$ cat config.mk
export PLATFORM = sky130hd
export DESIGN_NAME = bbc_ctrl
export DESIGN_NICKNAME = d
export VERILOG_FILES = /design/src/hw/rtl/bbc_pkg.sv /design/src/hw/rtl/bbc_ram.sv /design/src/hw/rtl/bbc_ctrl.sv
export SDC_FILE = /design/constraint.sdc
export NUM_CORES = 2
export LEC_CHECK = 0
export ABC_AREA = 1
export BUFFER_PORTS_ARGS = -buffer_cell sky130_fd_sc_hd__buf_2
export CORE_MARGIN = 1.5
export CORE_UTILIZATION = 55
export CTS_CLUSTER_SIZE = 20
export DETAILED_ROUTE_END_ITERATION = 8
export PLACE_DENSITY = 0.71
export SLEW_MARGIN = 10
export SYNTH_ARGS = -nofsm -noshare
export SYNTH_HDL_FRONTEND = slang
export SYNTH_SLANG_ARGS = --single-unit
$ cat constraint.sdc
create_clock -name clk -period 10.5 [get_ports clk]
set_clock_uncertainty 0.2 [all_clocks]
set_input_delay 1.05 -clock clk [delete_from_list [all_inputs] [get_ports clk]]
set_output_delay 1.05 -clock clk [all_outputs]
set_load 0.05 [all_outputs]
$ cat src/hw/rtl/bbc_pkg.sv
// Shared types, constants and character decode for the bracket balance checker.
package bbc_pkg;

  localparam int STACK_DEPTH   = 64;
  localparam int POSITION_BITS = 16;

  localparam int DEPTH_W = $clog2(STACK_DEPTH + 1);
  localparam int ADDR_W  = $clog2(STACK_DEPTH);
  localparam int POS_W   = 16;
  localparam int KIND_W  = 2;
  localparam int STAT_W  = 3;

  localparam logic [DEPTH_W-1:0] DEPTH_FULL = DEPTH_W'(STACK_DEPTH);

  localparam logic [STAT_W-1:0] ST_BALANCED    = 3'd0;
  localparam logic [STAT_W-1:0] ST_CLOSE_EMPTY = 3'd1;
  localparam logic [STAT_W-1:0] ST_WRONG_KIND  = 3'd2;
  localparam logic [STAT_W-1:0] ST_UNCLOSED    = 3'd3;
  localparam logic [STAT_W-1:0] ST_OVERFLOW    = 3'd4;

  localparam logic [KIND_W-1:0] KIND_ROUND  = 2'd0;
  localparam logic [KIND_W-1:0] KIND_CURLY  = 2'd1;
  localparam logic [KIND_W-1:0] KIND_SQUARE = 2'd2;
  localparam logic [KIND_W-1:0] KIND_NONE   = 2'd3;

  localparam logic [7:0] CH_TERM     = 8'h00;
  localparam logic [7:0] CH_RND_OPEN  = 8'h28;
  localparam logic [7:0] CH_RND_CLOSE = 8'h29;
  localparam logic [7:0] CH_CRL_OPEN  = 8'h7b;
  localparam logic [7:0] CH_CRL_CLOSE = 8'h7d;
  localparam logic [7:0] CH_SQR_OPEN  = 8'h5b;
  localparam logic [7:0] CH_SQR_CLOSE = 8'h5d;

  typedef struct packed {
    logic [KIND_W-1:0] kind;
    logic [POS_W-1:0]  pos;
  } entry_t;

  typedef struct packed {
    logic              load;
    logic [STAT_W-1:0] status;
    logic [POS_W-1:0]  pos;
    logic [KIND_W-1:0] kind;
  } result_t;

  function automatic logic [KIND_W-1:0] open_kind(input logic [7:0] c);
    case (c)
      CH_RND_OPEN: open_kind = KIND_ROUND;
      CH_CRL_OPEN: open_kind = KIND_CURLY;
      CH_SQR_OPEN: open_kind = KIND_SQUARE;
      default:     open_kind = KIND_NONE;
    endcase
  endfunction

  function automatic logic [KIND_W-1:0] close_kind(input logic [7:0] c);
    case (c)
      CH_RND_CLOSE: close_kind = KIND_ROUND;
      CH_CRL_CLOSE: close_kind = KIND_CURLY;
      CH_SQR_CLOSE: close_kind = KIND_SQUARE;
      default:      close_kind = KIND_NONE;
    endcase
  endfunction

  function automatic logic [POS_W-1:0] pos_field(input logic [POSITION_BITS-1:0] idx);
    logic [POSITION_BITS+POS_W-1:0] wide;
    wide = {{POS_W{1'b0}}, idx};
    pos_field = wide[POS_W-1:0];
  endfunction

endpackage

$ cat src/hw/rtl/bbc_ram.sv
// Generic simple dual-port RAM with registered read.
module bbc_ram #(
  parameter int Width = 8,
  parameter int Depth = 16
) (
  input  logic                     clk,
  input  logic                     we,
  input  logic [$clog2(Depth)-1:0] waddr,
  input  logic [Width-1:0]         wdata,
  input  logic [$clog2(Depth)-1:0] raddr,
  output logic [Width-1:0]         rdata
);

  logic [Width-1:0] mem [Depth];

  always_ff @(posedge clk) begin
    if (we) begin
      mem[waddr] <= wdata;
    end
    rdata <= mem[raddr];
  end

endmodule

$ cat src/hw/rtl/bbc_ctrl.sv
// Stack control: character decode, push and pop, error latch and result build.
module bbc_ctrl (
  input  logic                clk,
  input  logic                rst,
  input  logic                take,
  input  logic [7:0]          ch,
  output bbc_pkg::result_t    res
);

  logic [bbc_pkg::DEPTH_W-1:0]       depth;
  logic [bbc_pkg::DEPTH_W-1:0]       depth_next;
  logic [bbc_pkg::POSITION_BITS-1:0] char_index;
  logic                              err_seen;
  logic [bbc_pkg::STAT_W-1:0]        err_status;
  logic [bbc_pkg::POS_W-1:0]         err_pos;
  logic [bbc_pkg::KIND_W-1:0]        err_kind;
  bbc_pkg::entry_t                   top;
  bbc_pkg::entry_t                   top_next;
  bbc_pkg::entry_t                   below;
  bbc_pkg::entry_t                   new_entry;

  logic [bbc_pkg::KIND_W-1:0]  ok;
  logic [bbc_pkg::KIND_W-1:0]  ck;
  logic [bbc_pkg::POS_W-1:0]   cur_pos;
  logic                        term;
  logic                        live;
  logic                        push;
  logic                        pop;
  logic                        err_new;
  logic [bbc_pkg::STAT_W-1:0]  err_new_status;
  logic [bbc_pkg::DEPTH_W-1:0] rd_sum;
  logic [bbc_pkg::ADDR_W-1:0]  raddr;

  assign ok      = bbc_pkg::open_kind(ch);
  assign ck      = bbc_pkg::close_kind(ch);
  assign cur_pos = bbc_pkg::pos_field(char_index);
  assign term    = (ch == bbc_pkg::CH_TERM);
  assign live    = take && !term && !err_seen;

  assign new_entry.kind = ok;
  assign new_entry.pos  = cur_pos;

  always_comb begin
    push           = 1'b0;
    pop            = 1'b0;
    err_new        = 1'b0;
    err_new_status = bbc_pkg::ST_BALANCED;
    if (live && ok != bbc_pkg::KIND_NONE) begin
      if (depth == bbc_pkg::DEPTH_FULL) begin
        err_new        = 1'b1;
        err_new_status = bbc_pkg::ST_OVERFLOW;
      end else begin
        push = 1'b1;
      end
    end else if (live && ck != bbc_pkg::KIND_NONE) begin
      if (depth == '0) begin
        err_new        = 1'b1;
        err_new_status = bbc_pkg::ST_CLOSE_EMPTY;
      end else if (top.kind == ck) begin
        pop = 1'b1;
      end else begin
        err_new        = 1'b1;
        err_new_status = bbc_pkg::ST_WRONG_KIND;
      end
    end
  end

  always_comb begin
    depth_next = depth;
    top_next   = top;
    if (take && term) begin
      depth_next = '0;
    end else if (push) begin
      depth_next = depth + 1'b1;
      top_next   = new_entry;
    end else if (pop) begin
      depth_next = depth - 1'b1;
      top_next   = below;
    end
  end

  // prefetch the entry under the next top
  assign rd_sum = depth_next - bbc_pkg::DEPTH_W'(2);
  assign raddr  = rd_sum[bbc_pkg::ADDR_W-1:0];

  bbc_ram #(
    .Width ($bits(bbc_pkg::entry_t)),
    .Depth (bbc_pkg::STACK_DEPTH)
  ) u_stack (
    .clk   (clk),
    .we    (push),
    .waddr (depth[bbc_pkg::ADDR_W-1:0]),
    .wdata (new_entry),
    .raddr (raddr),
    .rdata (below)
  );

  always_ff @(posedge clk) begin
    top <= top_next;
  end

  always_ff @(posedge clk) begin
    if (rst) begin
      depth      <= '0;
      char_index <= '0;
      err_seen   <= 1'b0;
      err_status <= bbc_pkg::ST_BALANCED;
      err_pos    <= '0;
      err_kind   <= bbc_pkg::KIND_ROUND;
    end else begin
      depth <= depth_next;
      if (take && term) begin
        char_index <= '0;
        err_seen   <= 1'b0;
        err_status <= bbc_pkg::ST_BALANCED;
        err_pos    <= '0;
        err_kind   <= bbc_pkg::KIND_ROUND;
      end else begin
        if (take && char_index != '1) begin
          char_index <= char_index + 1'b1;
        end
        if (err_new) begin
          err_seen   <= 1'b1;
          err_status <= err_new_status;
          err_pos    <= cur_pos;
          err_kind   <= (err_new_status == bbc_pkg::ST_OVERFLOW) ? ok : ck;
        end
      end
    end
  end

  always_comb begin
    res.load   = take && term;
    res.status = bbc_pkg::ST_BALANCED;
    res.pos    = '0;
    res.kind   = bbc_pkg::KIND_ROUND;
    if (err_seen) begin
      res.status = err_status;
      res.pos    = err_pos;
      res.kind   = err_kind;
    end else if (depth != '0) begin
      res.status = bbc_pkg::ST_UNCLOSED;
      res.pos    = top.pos;
      res.kind   = top.kind;
    end
  end

`ifndef ASSERT_OFF
  a_term_clears: assert property (@(posedge clk) disable iff (rst)
    (take && term) |=> (depth == '0 && !err_seen && char_index == '0))
    else $error("state not cleared after terminator");

  a_err_holds: assert property (@(posedge clk) disable iff (rst)
    (err_seen && !(take && term)) |=> (err_seen && $stable(err_status) && $stable(err_pos)))
    else $error("latched error changed before terminator");

  a_depth_step: assert property (@(posedge clk) disable iff (rst)
    !take |=> $stable(depth))
    else $error("stack depth moved without a transfer");

  a_no_push_after_err: assert property (@(posedge clk) disable iff (rst)
    err_seen |-> !push && !pop)
    else $error("stack touched after first error");
`endif

endmodule

==> metrics.yaml <==
status:
  outcome: "complete, but fails checks"
  violations: "DRC"
yosys:
  synth_edf_count: 1170
  seq_area_frac_synth: 0.659
  synth_flop_cell: "edfxtp_1"
  ys_ff_latch: 1233
  ys_async_sr_fraction: 0
  syn_area_mm2: 0.0553
  syn_inst: 5349
  syn_nets: 5364
  synth_warnings: 0
  yosys.cell_types.count: 39
  syn_avg_cell_area_um2: 10.3
finish:
  areaGrowthSynthToFinish_pct: 8.98
  fillers: 7861
  antenna_cells: 0
  final-seq-area_mm2: 0.0364
  final_cell_area_mm2: 0.0602
  multi_input_area_mm2: 0.0132
  layout-drive-gt1-share: 0.0734
  layout.nets: 5267
critical_path:
  crit_cells: 17
  cp-start-kind: "register"
  cp.arrival_ps: 6780
  critPathRequiredTime_ps: 10910
  critPathCaptureType: "register"
  critical_path.max_stage_delay_ps: 930
  cpMaxStageDelayCell: "buf_4"
  critPathMaxFanout: 93
  cp_top_family: "buffers and inverters"
  path_buf_inv: 5
  worstSetupPathType: "reg2reg"
  reg2reg_from: "err_seen"
  crit_path_start: "err_seen"
  r2r_cells: 17
  crit_path_cell_trace: "inv_2 > nand2_1 > nor2_1 > nand2_2 > nor2_8 > inv_6 > nand3_2 > nand2_8 > buf_4 > nand3_1 > nand2_1 > nand2_2 > buf_4 > inv_2 > nand3_1 > nand3_1 > nand2_1"
power:
  p_clk_frac: 0.439
  p_per_area_mw_per_mm2: 165
  p_sw_frac: 0.210
  leakage_nw: 24.9
  switchingPower_mw: 2.08
  p_int_mw: 7.85
  vdd_drop_max_mv: 0.160
  seq_power_share: 0.537
  power_frac_comb: 0.023
grt:
  grt_max_degree: 240
  grt_pass1_wl_mm: 231
  gr-total-overflow: 0
  grt_pass1_vias: 37100
  track_usage: 0.298
  antenna_found_initial: 2
sta:
  max_slew_margin: 0.117
  tns_ps: 0
  fmaxAchievable_mhz: 157
  hold_ws_ps: 275
  setup_viol: 0
  rsz0062_at_grt: "no"
  min_period_ps: 6380
  worst_pin_slew_ps: 1320
  period_share: 0.607
  finalHoldViolations: 0
  drv_slew: 0
  fin_ws_ps: 4120
routing:
  viasPerCell: 5.99
  drt_iter0_drc: 6194
  wl_mm: 153
  dr.pass1.iters: 9
  dr_total_vias: 39900
  ant_nets: 0
  drc: 3
  avgRoutedWirePerCell_um: 23.1
cts:
  clkSlewWorstSetupHoldPaths_ps: 60
  cts_resized: 0
  post-cts-setup-buffer-count: 0
  clk_latency_ps: 740
  tritoncts: "yes"
  h-tree-depth: 4
  root_buffer: "clkbuf_16"
  hold_buffers: 0
  cts.path.max_buffers: 3
  numCtsBuffers: 130
  numClockSinks: 1233
floorplan:
  fp.dieW_um: 320
  row_count: 116
  initial_core_util: 0.553
  fp.dieH_um: 320
  dieArea_mm2: 0.102
  pin_count: 33
  core_mm2: 0.0999
worst_hold_path:
  holdPathStages: 2
  hold_class: "reg2reg"
  hold_start: "err_status[2]"
placement:
  dpl.hpwl_mm: 79.8
  dp_slack_ps: 3900
  placed_area_mm2: 0.0562
  gp_congestion: 0.928
  port_buffers: 32
flow_run:
  cap_violations: 0
## per-stage QoR
step,power (mW),utilization,instances
2_1_floorplan,5.57,-,5349
3_3_place_gp,5.66,0.563,6418
3_5_place_dp,5.67,0.563,6418
4_1_cts,9.95,0.603,6654
5_1_grt,10.2,0.603,6654
6_report,9.94,0.603,6654
## Yosys cell counts, drive strengths merged (3+ instances only)
master | count | area share
nor2 | 105 | 0.0074
ha | 4 | 0.00091
xor2 | 3 | 0.00048
a21oi | 31 | 0.0028
nand2 | 878 | 0.060
inv | 1064 | 0.072
nand4 | 439 | 0.050
nor3 | 10 | 0.0011
dfxtp | 63 | 0.023
clkbuf | 140 | 0.0095
edfxtp | 1170 | 0.64
o211ai | 18 | 0.0024
buf | 216 | 0.023
nor3b | 3 | 0.00041
o21ai | 174 | 0.016
nand3 | 1019 | 0.093
## sequential cells by signal (all words and copies together), names as in the netlist
signal         flops
err_pos           16
top               18
err_kind           2
char_index        16
err_status         3
depth              7
u_stack.mem     1152
u_stack.rdata     18
err_seen           1
## power by group through the flow
stage                     Clock (mW)  Sequential (mW)  Combinational (mW)
after floorplan                    0             5.44               0.133
after global placement             0             5.44               0.220
after detailed placement           0             5.44               0.222
after CTS                       4.39             5.34               0.223
after global routing            4.59             5.34               0.244
final                           4.37             5.34               0.230
## cells by family after synthesis
family | Yosys count | share of synthesized area
buffers and inverters | 1422 | 0.105
adders and majority gates | 4 | 0.000906
and+or+nand+nor | 2457 | 0.213
AOI/OAI and AO/OA | 229 | 0.0218
DFF | 1233 | 0.659
xor gates and xnor gates | 4 | 0.000974
## layout make-up
class	instances	share of cell area
Sequential cell	1233	0.605
Multi-Input combinational cell	2694	0.219
Inverter	1066	0.0669
Clock buffer	171	0.0579
Tap cell	1298	0.0270
Timing Repair Buffer	127	0.0157
Clock inverter	65	0.00839
## worst reg2reg max path: stages (launching register included)
cell and delay, ps:
dfxtp_1 850, inv_2 340, nand2_1 140, nor2_1 70, nand2_2 170, nor2_8 80, inv_6 230, nand3_2 170
nand2_8 590, buf_4 940, nand3_1 190, nand2_1 120, nand2_2 50, buf_4 310, inv_2 810, nand3_1 490
nand3_1 390, nand2_1 100
## layer usage
layer,GRT usage,up-vias,part of all wire
met2,0.460,2538,0.45
met5,0,-,0
met4,0.152,0,0.053
li1,-,18000,-
met3,0.0498,355,0.11
met1,0.410,19000,0.38
## path summary, 6_finish.rpt
kind                                          to  slack [ps]
worst max register to register  u_stack.rdata[5]        4120
worst max-delay path            u_stack.rdata[5]        4120
worst min-delay path               err_status[2]         270
worst min register to register     err_status[2]         270
## cells in the final DEF (no fill, tap or decap), drive strengths merged
cell type | Yosys | final
edfxtp | 1170 | 1170
o21ai | 174 | 174
dfxtp | 63 | 63
nand2 | 878 | 878
ha | 4 | 4
nor3 | 10 | 10
nor2 | 105 | 105
clkbuf | 140 | 171
a21oi | 31 | 31
nand4 | 439 | 439
nand3 | 1019 | 1019
o21bai | 2 | 2
a211oi | 2 | 2
clkinv | 2 | 55
xor2 | 3 | 3
nand3b | 1 | 1
o21a | 1 | 1
xnor2 | 1 | 1
inv | 1064 | 1071
buf | 216 | 127
nor3b | 3 | 3
nor4 | 2 | 2
bufinv | 0 | 5
a31oi | 1 | 1
o211ai | 18 | 18
Power figures use the tool's default switching activity.
